==> src/rtl/core/assert_macros.svh <==
// assertion macros used by the pid controller top level
`ifndef ASSERT_MACROS_SVH
`define ASSERT_MACROS_SVH

// condition checked at every rising clock edge outside reset
`define PIDAW_ASSERT(lbl, cond, msg) \
  lbl: assert property (@(posedge clk_i) disable iff (!rst_ni) (cond)) else $error(msg);

// consequent checked in the cycle after the antecedent
`define PIDAW_ASSERT_NEXT(lbl, ante, cons, msg) \
  lbl: assert property (@(posedge clk_i) disable iff (!rst_ni) (ante) |=> (cons)) \
    else $error(msg);

`endif

==> src/rtl/core/pidaw_pkg.sv <==
// types, constants and fixed-point helpers for the pid controller
package pidaw_pkg;

  localparam int QW     = 32;
  localparam int PoleW  = 18;
  localparam int Frac   = 16;
  localparam int WideW  = 48;
  localparam int ProdW  = 2 * QW;
  localparam int AddrW  = 5;
  localparam int DataW  = 32;
  localparam int IdxW   = 3;

  localparam logic signed [QW-1:0] QMax = {1'b0, {(QW-1){1'b1}}};
  localparam logic signed [QW-1:0] QMin = {1'b1, {(QW-1){1'b0}}};
  localparam logic signed [WideW-1:0] WideMax = WideW'(QMax);
  localparam logic signed [WideW-1:0] WideMin = WideW'(QMin);
  localparam logic signed [ProdW-1:0] RoundHalf = ProdW'(1) <<< (Frac - 1);

  localparam logic signed [QW-1:0]    PropGainRst  = QW'(65536);
  localparam logic signed [QW-1:0]    IntGainRst   = '0;
  localparam logic signed [QW-1:0]    DerivGainRst = '0;
  localparam logic signed [PoleW-1:0] DerivPoleRst = '0;
  localparam logic signed [QW-1:0]    OutMinRst    = QMin;
  localparam logic signed [QW-1:0]    OutMaxRst    = QMax;

  typedef enum logic [IdxW-1:0] {
    RegPropGain  = 3'd0,
    RegIntGain   = 3'd1,
    RegDerivGain = 3'd2,
    RegDerivPole = 3'd3,
    RegOutMin    = 3'd4,
    RegOutMax    = 3'd5
  } reg_idx_e;

  typedef struct packed {
    logic signed [QW-1:0]    prop_gain;
    logic signed [QW-1:0]    int_gain;
    logic signed [QW-1:0]    deriv_gain;
    logic signed [PoleW-1:0] deriv_pole;
    logic signed [QW-1:0]    out_min;
    logic signed [QW-1:0]    out_max;
  } cfg_t;

  function automatic logic signed [QW-1:0] sat_q(input logic signed [WideW-1:0] v);
    logic signed [QW-1:0] r;
    if (v > WideMax) begin
      r = QMax;
    end else if (v < WideMin) begin
      r = QMin;
    end else begin
      r = v[QW-1:0];
    end
    return r;
  endfunction

  function automatic logic signed [QW-1:0] add_q(input logic signed [QW-1:0] a,
                                                 input logic signed [QW-1:0] b);
    return sat_q(WideW'(a) + WideW'(b));
  endfunction

  function automatic logic signed [QW-1:0] sub_q(input logic signed [QW-1:0] a,
                                                 input logic signed [QW-1:0] b);
    return sat_q(WideW'(a) - WideW'(b));
  endfunction

  function automatic logic signed [QW-1:0] add3_q(input logic signed [QW-1:0] a,
                                                  input logic signed [QW-1:0] b,
                                                  input logic signed [QW-1:0] c);
    return sat_q(WideW'(a) + WideW'(b) + WideW'(c));
  endfunction

  function automatic logic signed [QW-1:0] neg_q(input logic signed [QW-1:0] a);
    return sat_q(-WideW'(a));
  endfunction

  // q16.16 product, round half up, saturate
  function automatic logic signed [QW-1:0] mul_q(input logic signed [QW-1:0] a,
                                                 input logic signed [QW-1:0] b);
    logic signed [ProdW-1:0] p;
    logic signed [ProdW-1:0] s;
    p = ProdW'(a) * ProdW'(b);
    s = (p + RoundHalf) >>> Frac;
    return sat_q(s[WideW-1:0]);
  endfunction

endpackage

==> src/rtl/core/pidaw_regs.sv <==
// apb register file holding gains, pole and output limits
module pidaw_regs (
  input  logic                          clk_i,
  input  logic                          rst_ni,
  input  logic                          psel,
  input  logic                          penable,
  input  logic                          pwrite,
  input  logic [pidaw_pkg::AddrW-1:0]   paddr,
  input  logic [pidaw_pkg::DataW-1:0]   pwdata,
  output logic [pidaw_pkg::DataW-1:0]   prdata,
  output logic                          pready,
  output pidaw_pkg::cfg_t               cfg_o
);

  pidaw_pkg::cfg_t     cfg_q;
  logic                wr_en;
  pidaw_pkg::reg_idx_e idx;

  assign pready = 1'b1;
  assign wr_en  = psel && penable && pwrite && pready;
  assign idx    = pidaw_pkg::reg_idx_e'(paddr[pidaw_pkg::AddrW-1:2]);
  assign cfg_o  = cfg_q;

  always_ff @(posedge clk_i or negedge rst_ni) begin
    if (!rst_ni) begin
      cfg_q.prop_gain  <= pidaw_pkg::PropGainRst;
      cfg_q.int_gain   <= pidaw_pkg::IntGainRst;
      cfg_q.deriv_gain <= pidaw_pkg::DerivGainRst;
      cfg_q.deriv_pole <= pidaw_pkg::DerivPoleRst;
      cfg_q.out_min    <= pidaw_pkg::OutMinRst;
      cfg_q.out_max    <= pidaw_pkg::OutMaxRst;
    end else if (wr_en) begin
      case (idx)
        pidaw_pkg::RegPropGain:  cfg_q.prop_gain  <= pwdata;
        pidaw_pkg::RegIntGain:   cfg_q.int_gain   <= pwdata;
        pidaw_pkg::RegDerivGain: cfg_q.deriv_gain <= pwdata;
        pidaw_pkg::RegDerivPole: cfg_q.deriv_pole <= pwdata[pidaw_pkg::PoleW-1:0];
        pidaw_pkg::RegOutMin:    cfg_q.out_min    <= pwdata;
        pidaw_pkg::RegOutMax:    cfg_q.out_max    <= pwdata;
        default: ;
      endcase
    end
  end

  always_comb begin
    case (idx)
      pidaw_pkg::RegPropGain:  prdata = cfg_q.prop_gain;
      pidaw_pkg::RegIntGain:   prdata = cfg_q.int_gain;
      pidaw_pkg::RegDerivGain: prdata = cfg_q.deriv_gain;
      pidaw_pkg::RegDerivPole: prdata = pidaw_pkg::DataW'(cfg_q.deriv_pole);
      pidaw_pkg::RegOutMin:    prdata = cfg_q.out_min;
      pidaw_pkg::RegOutMax:    prdata = cfg_q.out_max;
      default:                 prdata = '0;
    endcase
  end

endmodule

==> config.mk <==
export PLATFORM = sky130hd
export DESIGN_NAME = pidaw_regs
export DESIGN_NICKNAME = d
export VERILOG_FILES = /design/src/rtl/core/assert_macros.svh /design/src/rtl/core/pidaw_pkg.sv /design/src/rtl/core/pidaw_regs.sv
export SDC_FILE = /design/constraint.sdc
export NUM_CORES = 1
export LEC_CHECK = 0
export BUFFER_PORTS_ARGS = -buffer_cell sky130_fd_sc_hd__buf_2
export CAP_MARGIN = 20
export CORE_AREA = 2 2 146 148
export CTS_CLUSTER_DIAMETER = 50
export DETAILED_ROUTE_END_ITERATION = 6
export DIE_AREA = 0 0 148 150
export GPL_ROUTABILITY_DRIVEN = 0
export PLACE_DENSITY_LB_ADDON = 0.15
export SLEW_MARGIN = 30
export SYNTH_ARGS = -nofsm -noshare
export SYNTH_HDL_FRONTEND = slang
export SYNTH_SLANG_ARGS = --single-unit
==> constraint.sdc <==
create_clock -name clk_i -period 1.83 [get_ports clk_i]
set_input_delay 0.183 -clock clk_i [delete_from_list [all_inputs] [get_ports clk_i]]
set_output_delay 0.183 -clock clk_i [all_outputs]
set_load 0.01 [all_outputs]
Word-level counts from Yosys, hierarchy flattened
Cells that the tools add are included.
{"block": "totals", "rom_bits": 0, "ff_bits": 178, "latch_bits": 0, "word_cells": 21, "ram_bits": 0, "memories": 0, "out_inout_bits": 211, "input_bits": 42}
{"block": "op_classes", "div": 0, "order_cmp": 0, "shifts": 0, "reduce_logical": 9, "bitwise": 0, "mux": 1, "n_addsub": 0, "mul": 0, "eq_ne": 5}
{"operator": "case mux 32 bit (6 select lines)", "n": 1}
{"operator": "AND reduction 2 bit", "n": 6}
{"operator": "== test 3 x 2 -> 1 bit, second input constant", "n": 2}
{"operator": "== test 3 bit, second input constant", "n": 2}
{"operator": "== test 3 x 1 -> 1 bit, second input constant", "n": 1}
{"operator": "logical NOT 3 bit", "n": 1}
{"operator": "logical AND 1 bit", "n": 2}

Depth between registers and ports, before layout
{"block": "logic_depth", "word_depth": 3, "ltp_mapped": 6, "depth_no_buf": 3}

Worst setup path before layout
Ideal clock, no wire load.
{"block": "synth_timing", "path_type": "input-to-reg", "start": "in paddr[4] in the netlist's numbering", "end": "reg cfg_q, in the netlist cfg_o[100]", "required_time_ps": 1705, "slack_ps": 397, "arrival_time_ps": 1308, "n_path_buf": 2, "stages": 5, "setup_time_ps": 125, "path_cell_list": "buf_2 nand2b_2 nor2_2 buf_4 mux2_2"}
{"block": "synth_via", "elab_chain_len": 2}
{"item": "from (decl)", "line_no": "pidaw_regs.sv:8", "rtl": "input logic [pidaw_pkg::AddrW-1:0] paddr,"}
{"item": "== test 3 x 2 -> 1 bit", "line_no": "pidaw_regs.sv:33", "rtl": "case (idx)"}
{"item": "AND reduction 2 bit (no line)"}
{"item": "to (decl)", "line_no": "pidaw_regs.sv:15", "rtl": "pidaw_pkg::cfg_t cfg_q;"}
Every way passes these cells.
A chain may end at the register's enable or synchronous reset.

Worst setup path after layout
{"block": "layout_timing", "start": "reg cfg_q, in the netlist cfg_o[81]", "end": "out prdata[28] in the netlist's numbering"}
{"block": "layout_via", "elab_chain_len": 1}
{"item": "case mux 32 bit (6 select lines)", "line_no": "pidaw_regs.sv:46", "rtl": "case (idx)"}
{"item": "to (decl)", "line_no": "pidaw_regs.sv:10", "rtl": "output logic [pidaw_pkg::DataW-1:0] prdata,"}
Every way passes these cells.

==> impl_metrics.yaml <==
status:
  outcome: "finished clean"
global_routing:
  total_routing_resource_utilization_after_global_routing_pct: 22.5
  number_of_antenna_violations_at_the_first_check_in_global_routing: 0
  first_pass_grt_wire_length_um: 37800
  overflow: 0
  grt_pass1_vias: 6264
  grt_start_max_net_pins: 48
critical_path:
  worst_r2r_startpoint: "cfg_o[81]"
  critical_path.max_stage_delay_ps: 440
  cell_chain_critical_path: "buf_6 > mux2_2 > nand2_1 > a31oi_1 > buf_2"
  worst_setup_path_end_kind: "primary output"
  slowest_stage: "dfrtp_2"
  path_class: "flip-flop to primary output"
  worst_ep_required_time_ps: 1650
  setup_crit_start: "cfg_o[81]"
  worst-r2r-setup-slack_ps: 860
  critPathLaunchType: "flip-flop"
  timing.critical_path.fanout_max: 6
  cp_data_arrival_time_ps: 1560
routing:
  routed-via-count: 6053
  drt-wirelength-per-cell_um: 21.9
  dr_wl_met3_um: 1520
  top_layer_used: "met4"
  drt-total-wl_um: 25000
  met2WireLength_um: 12000
  wl_met1_um: 10900
  drt-initial-drc-count: 237
  postRouteAntennaNets: 0
  route.detailed.vias_per_inst: 5.30
  drc: 0
  detailedRoute.firstPassIterationCount: 4
cells_and_area:
  largest_register_ffs: 178
  fin_nets: 896
  drive_above_1_share_pct: 65.8
  postLayoutCellArea_sq_mm: 0.0109
  syn2layout_area_growth_pct: 29.6
  antenna-diode-count: 0
  finish.cell_count_without_fillers: 1141
  finish.utilization_pct: 52.4
yosys:
  synth_cells: 592
  synth.area.top_cells: "dfrtp_1 43%, mux2_2 28%, dfstp_2 10%"
  ys.warnings.count: 0
  postSynthRegisterBits: 178
  synth_fp_nets: 634
  synth.distinct_cells: 36
  netlist.area_leader.share_pct: 43.3
  synth_sequential_area_ratio_pct: 53.7
  yosysTopAreaCell: "dfrtp_1"
  syn-cell-area_sq_mm: 0.00837
  synth_area_per_cell_sq_um: 14.1
sta:
  setup_slack_ps: 85.7
  min_period_ps: 1740
  fmax_mhz: 573
  skew_ps: 0
  layout_worst_path_cycle_share_pct: 95.3
  drv_slew: 0
  final-hold-violation-count: 0
  tns_ps: 0
  fin_hold_ws_ps: 41.6
  rsz_0062_raised_after_global_routing: "false"
  final_setup_fails: 0
place:
  dp_worst_setup_slack_ps: 151
  port_buffers: 249
  area_post_placement_sq_mm: 0.0102
  post-place-cells: 1109
  place.detailed.hpwl_um: 17400
flow_run:
  cap_violations: 0
floorplan:
  initial_utilization_pct: 40.5
  die_height_um: 150
  floorplan.die_area_sq_mm: 0.0222
  design.core.area_sq_mm: 0.0207
  number_of_placement_rows: 53
  die_x_um: 148
  ios: 253
clock_network:
  cts_clk_pin_slew_worst_paths_ps: 60
  htree_num_levels: 4
  clk_root_buffer_cell: "clkbuf_16"
  clkSinkCount: 178
  cts_tree: "built"
  cts.repair_timing.setup_buffer_count: 0
  cts_max_path_buffers: 2
  clk-insertion-delay-late_ps: 420
  tritoncts.num_buffers: 17
power:
  powerDensity_mw_per_mm2: 1150
  finalPower_mw: 12.4
  power.ir.vdd_worst_mv: 0.681
  total_leakage_power_nw: 5.32
hold_path:
  min-delay-path-class: "input port to flip-flop"
  worst_min_delay_path_startpoint: "pwdata[19]"
-- cell usage in the layout, fill, tap and decap left out, types with 3 or more instances in the layout --
master     Yosys  layout
mux2_2       209     209
nand3_1        7       7
nand2b_1       3       3
a31oi_1        5       5
buf_4         19      21
o221ai_1      14      13
a221oi_1       5       3
mux2i_1       36      36
bufinv_16      0       4
a22oi_1        6       6
mux2_1         5       5
o22ai_1        6       6
clkbuf_1       8       4
buf_12         0      16
o21ai_0        7       7
and3b_1        9       9
clkbuf_16      0      17
nand2_1       12      12
nor3b_1        6       6
dfrtp_1      145     144
buf_2         13     247
dfstp_2       33      33
a21oi_1       17      16
o32a_1         5       5
nor2_4         3       4
-- metal layers --
layer,global-route usage [%],vias to the layer above
li1,-,2715
met1,28.9,3103
met2,37.2,203
met3,5.61,32
met4,7.62,0
met5,0,-
-- critical path: cells and delay by family, from the launching register on --
family	cells	cell delay, ps
AND/OR/NAND/NOR	1	60
buffers and inverters	2	300
flip-flops	1	440
multiplexers	1	260
AO/OA/AOI/OAI	1	80
-- cell usage after synthesis, drive strengths merged --
cell type,instances
a21oi,17
a221o,2
a221oi,5
a22oi,6
a31oi,5
and3b,9
buf,36
clkbuf,8
clkinv,1
conb,1
dfrtp,145
dfstp,33
inv,1
mux2,214
mux2i,36
nand2,12
nand2b,4
nand3,7
nand4,1
nand4b,1
nor2,5
nor2b,2
nor3,2
nor3b,6
o21ai,7
o221ai,14
o22ai,6
o32a,5
or2,1
-- area by class of cell --
type / count / area (sq um)
inverter: 2 / 7.51
tap: 275 / 344
fill: 1840 / 9840
clock inverter: 8 / 151
clock buffer: 23 / 468
timing repair buffer: 287 / 1750
multi-input combinational: 368 / 3640
sequential: 178 / 4500
-- cell families (layout without fill, tap and decap cells) --
| logic type | count (synthesis) | in the layout | share of synthesized area [%] |
|---|---|---|---|
| mux | 250 | 250 | 33.1 |
| flops | 178 | 178 | 53.7 |
| buf+inv | 46 | 320 | 3.20 |
| simple gates | 50 | 50 | 4.33 |
| other cells | 1 | 1 | 0.0448 |
| compound gates | 67 | 67 | 5.62 |
-- what timing repair did --
action                                  4_1_cts  5_1_grt
hold buffers                                  1        0
endpoints found under the setup margin        9        9
pin swaps                                     0        1
resized for setup                             1        6
gates cloned                                  0        0
endpoints found under the hold margin        32        0
-- final timing paths --
kind | cells past startpoint | endpoint
worst max-delay path | 5 | prdata[28]
worst min-delay path | 2 | cfg_o[51]
worst max register to register | 2 | cfg_o[81]
worst min register to register | 1 | cfg_o[169]
max in group asynchronous | 3 | cfg_o[27]
min in group asynchronous | 2 | cfg_o[130]
-- where the power goes --
group	total, mW	switching (mW)	internal, mW	leakage [nW]
Clock	3.88	1.52	2.36	0.302
Sequential	5.40	0.586	4.82	2.20
Combinational	3.16	1.57	1.59	2.82
(Power assumes the default switching activity.)
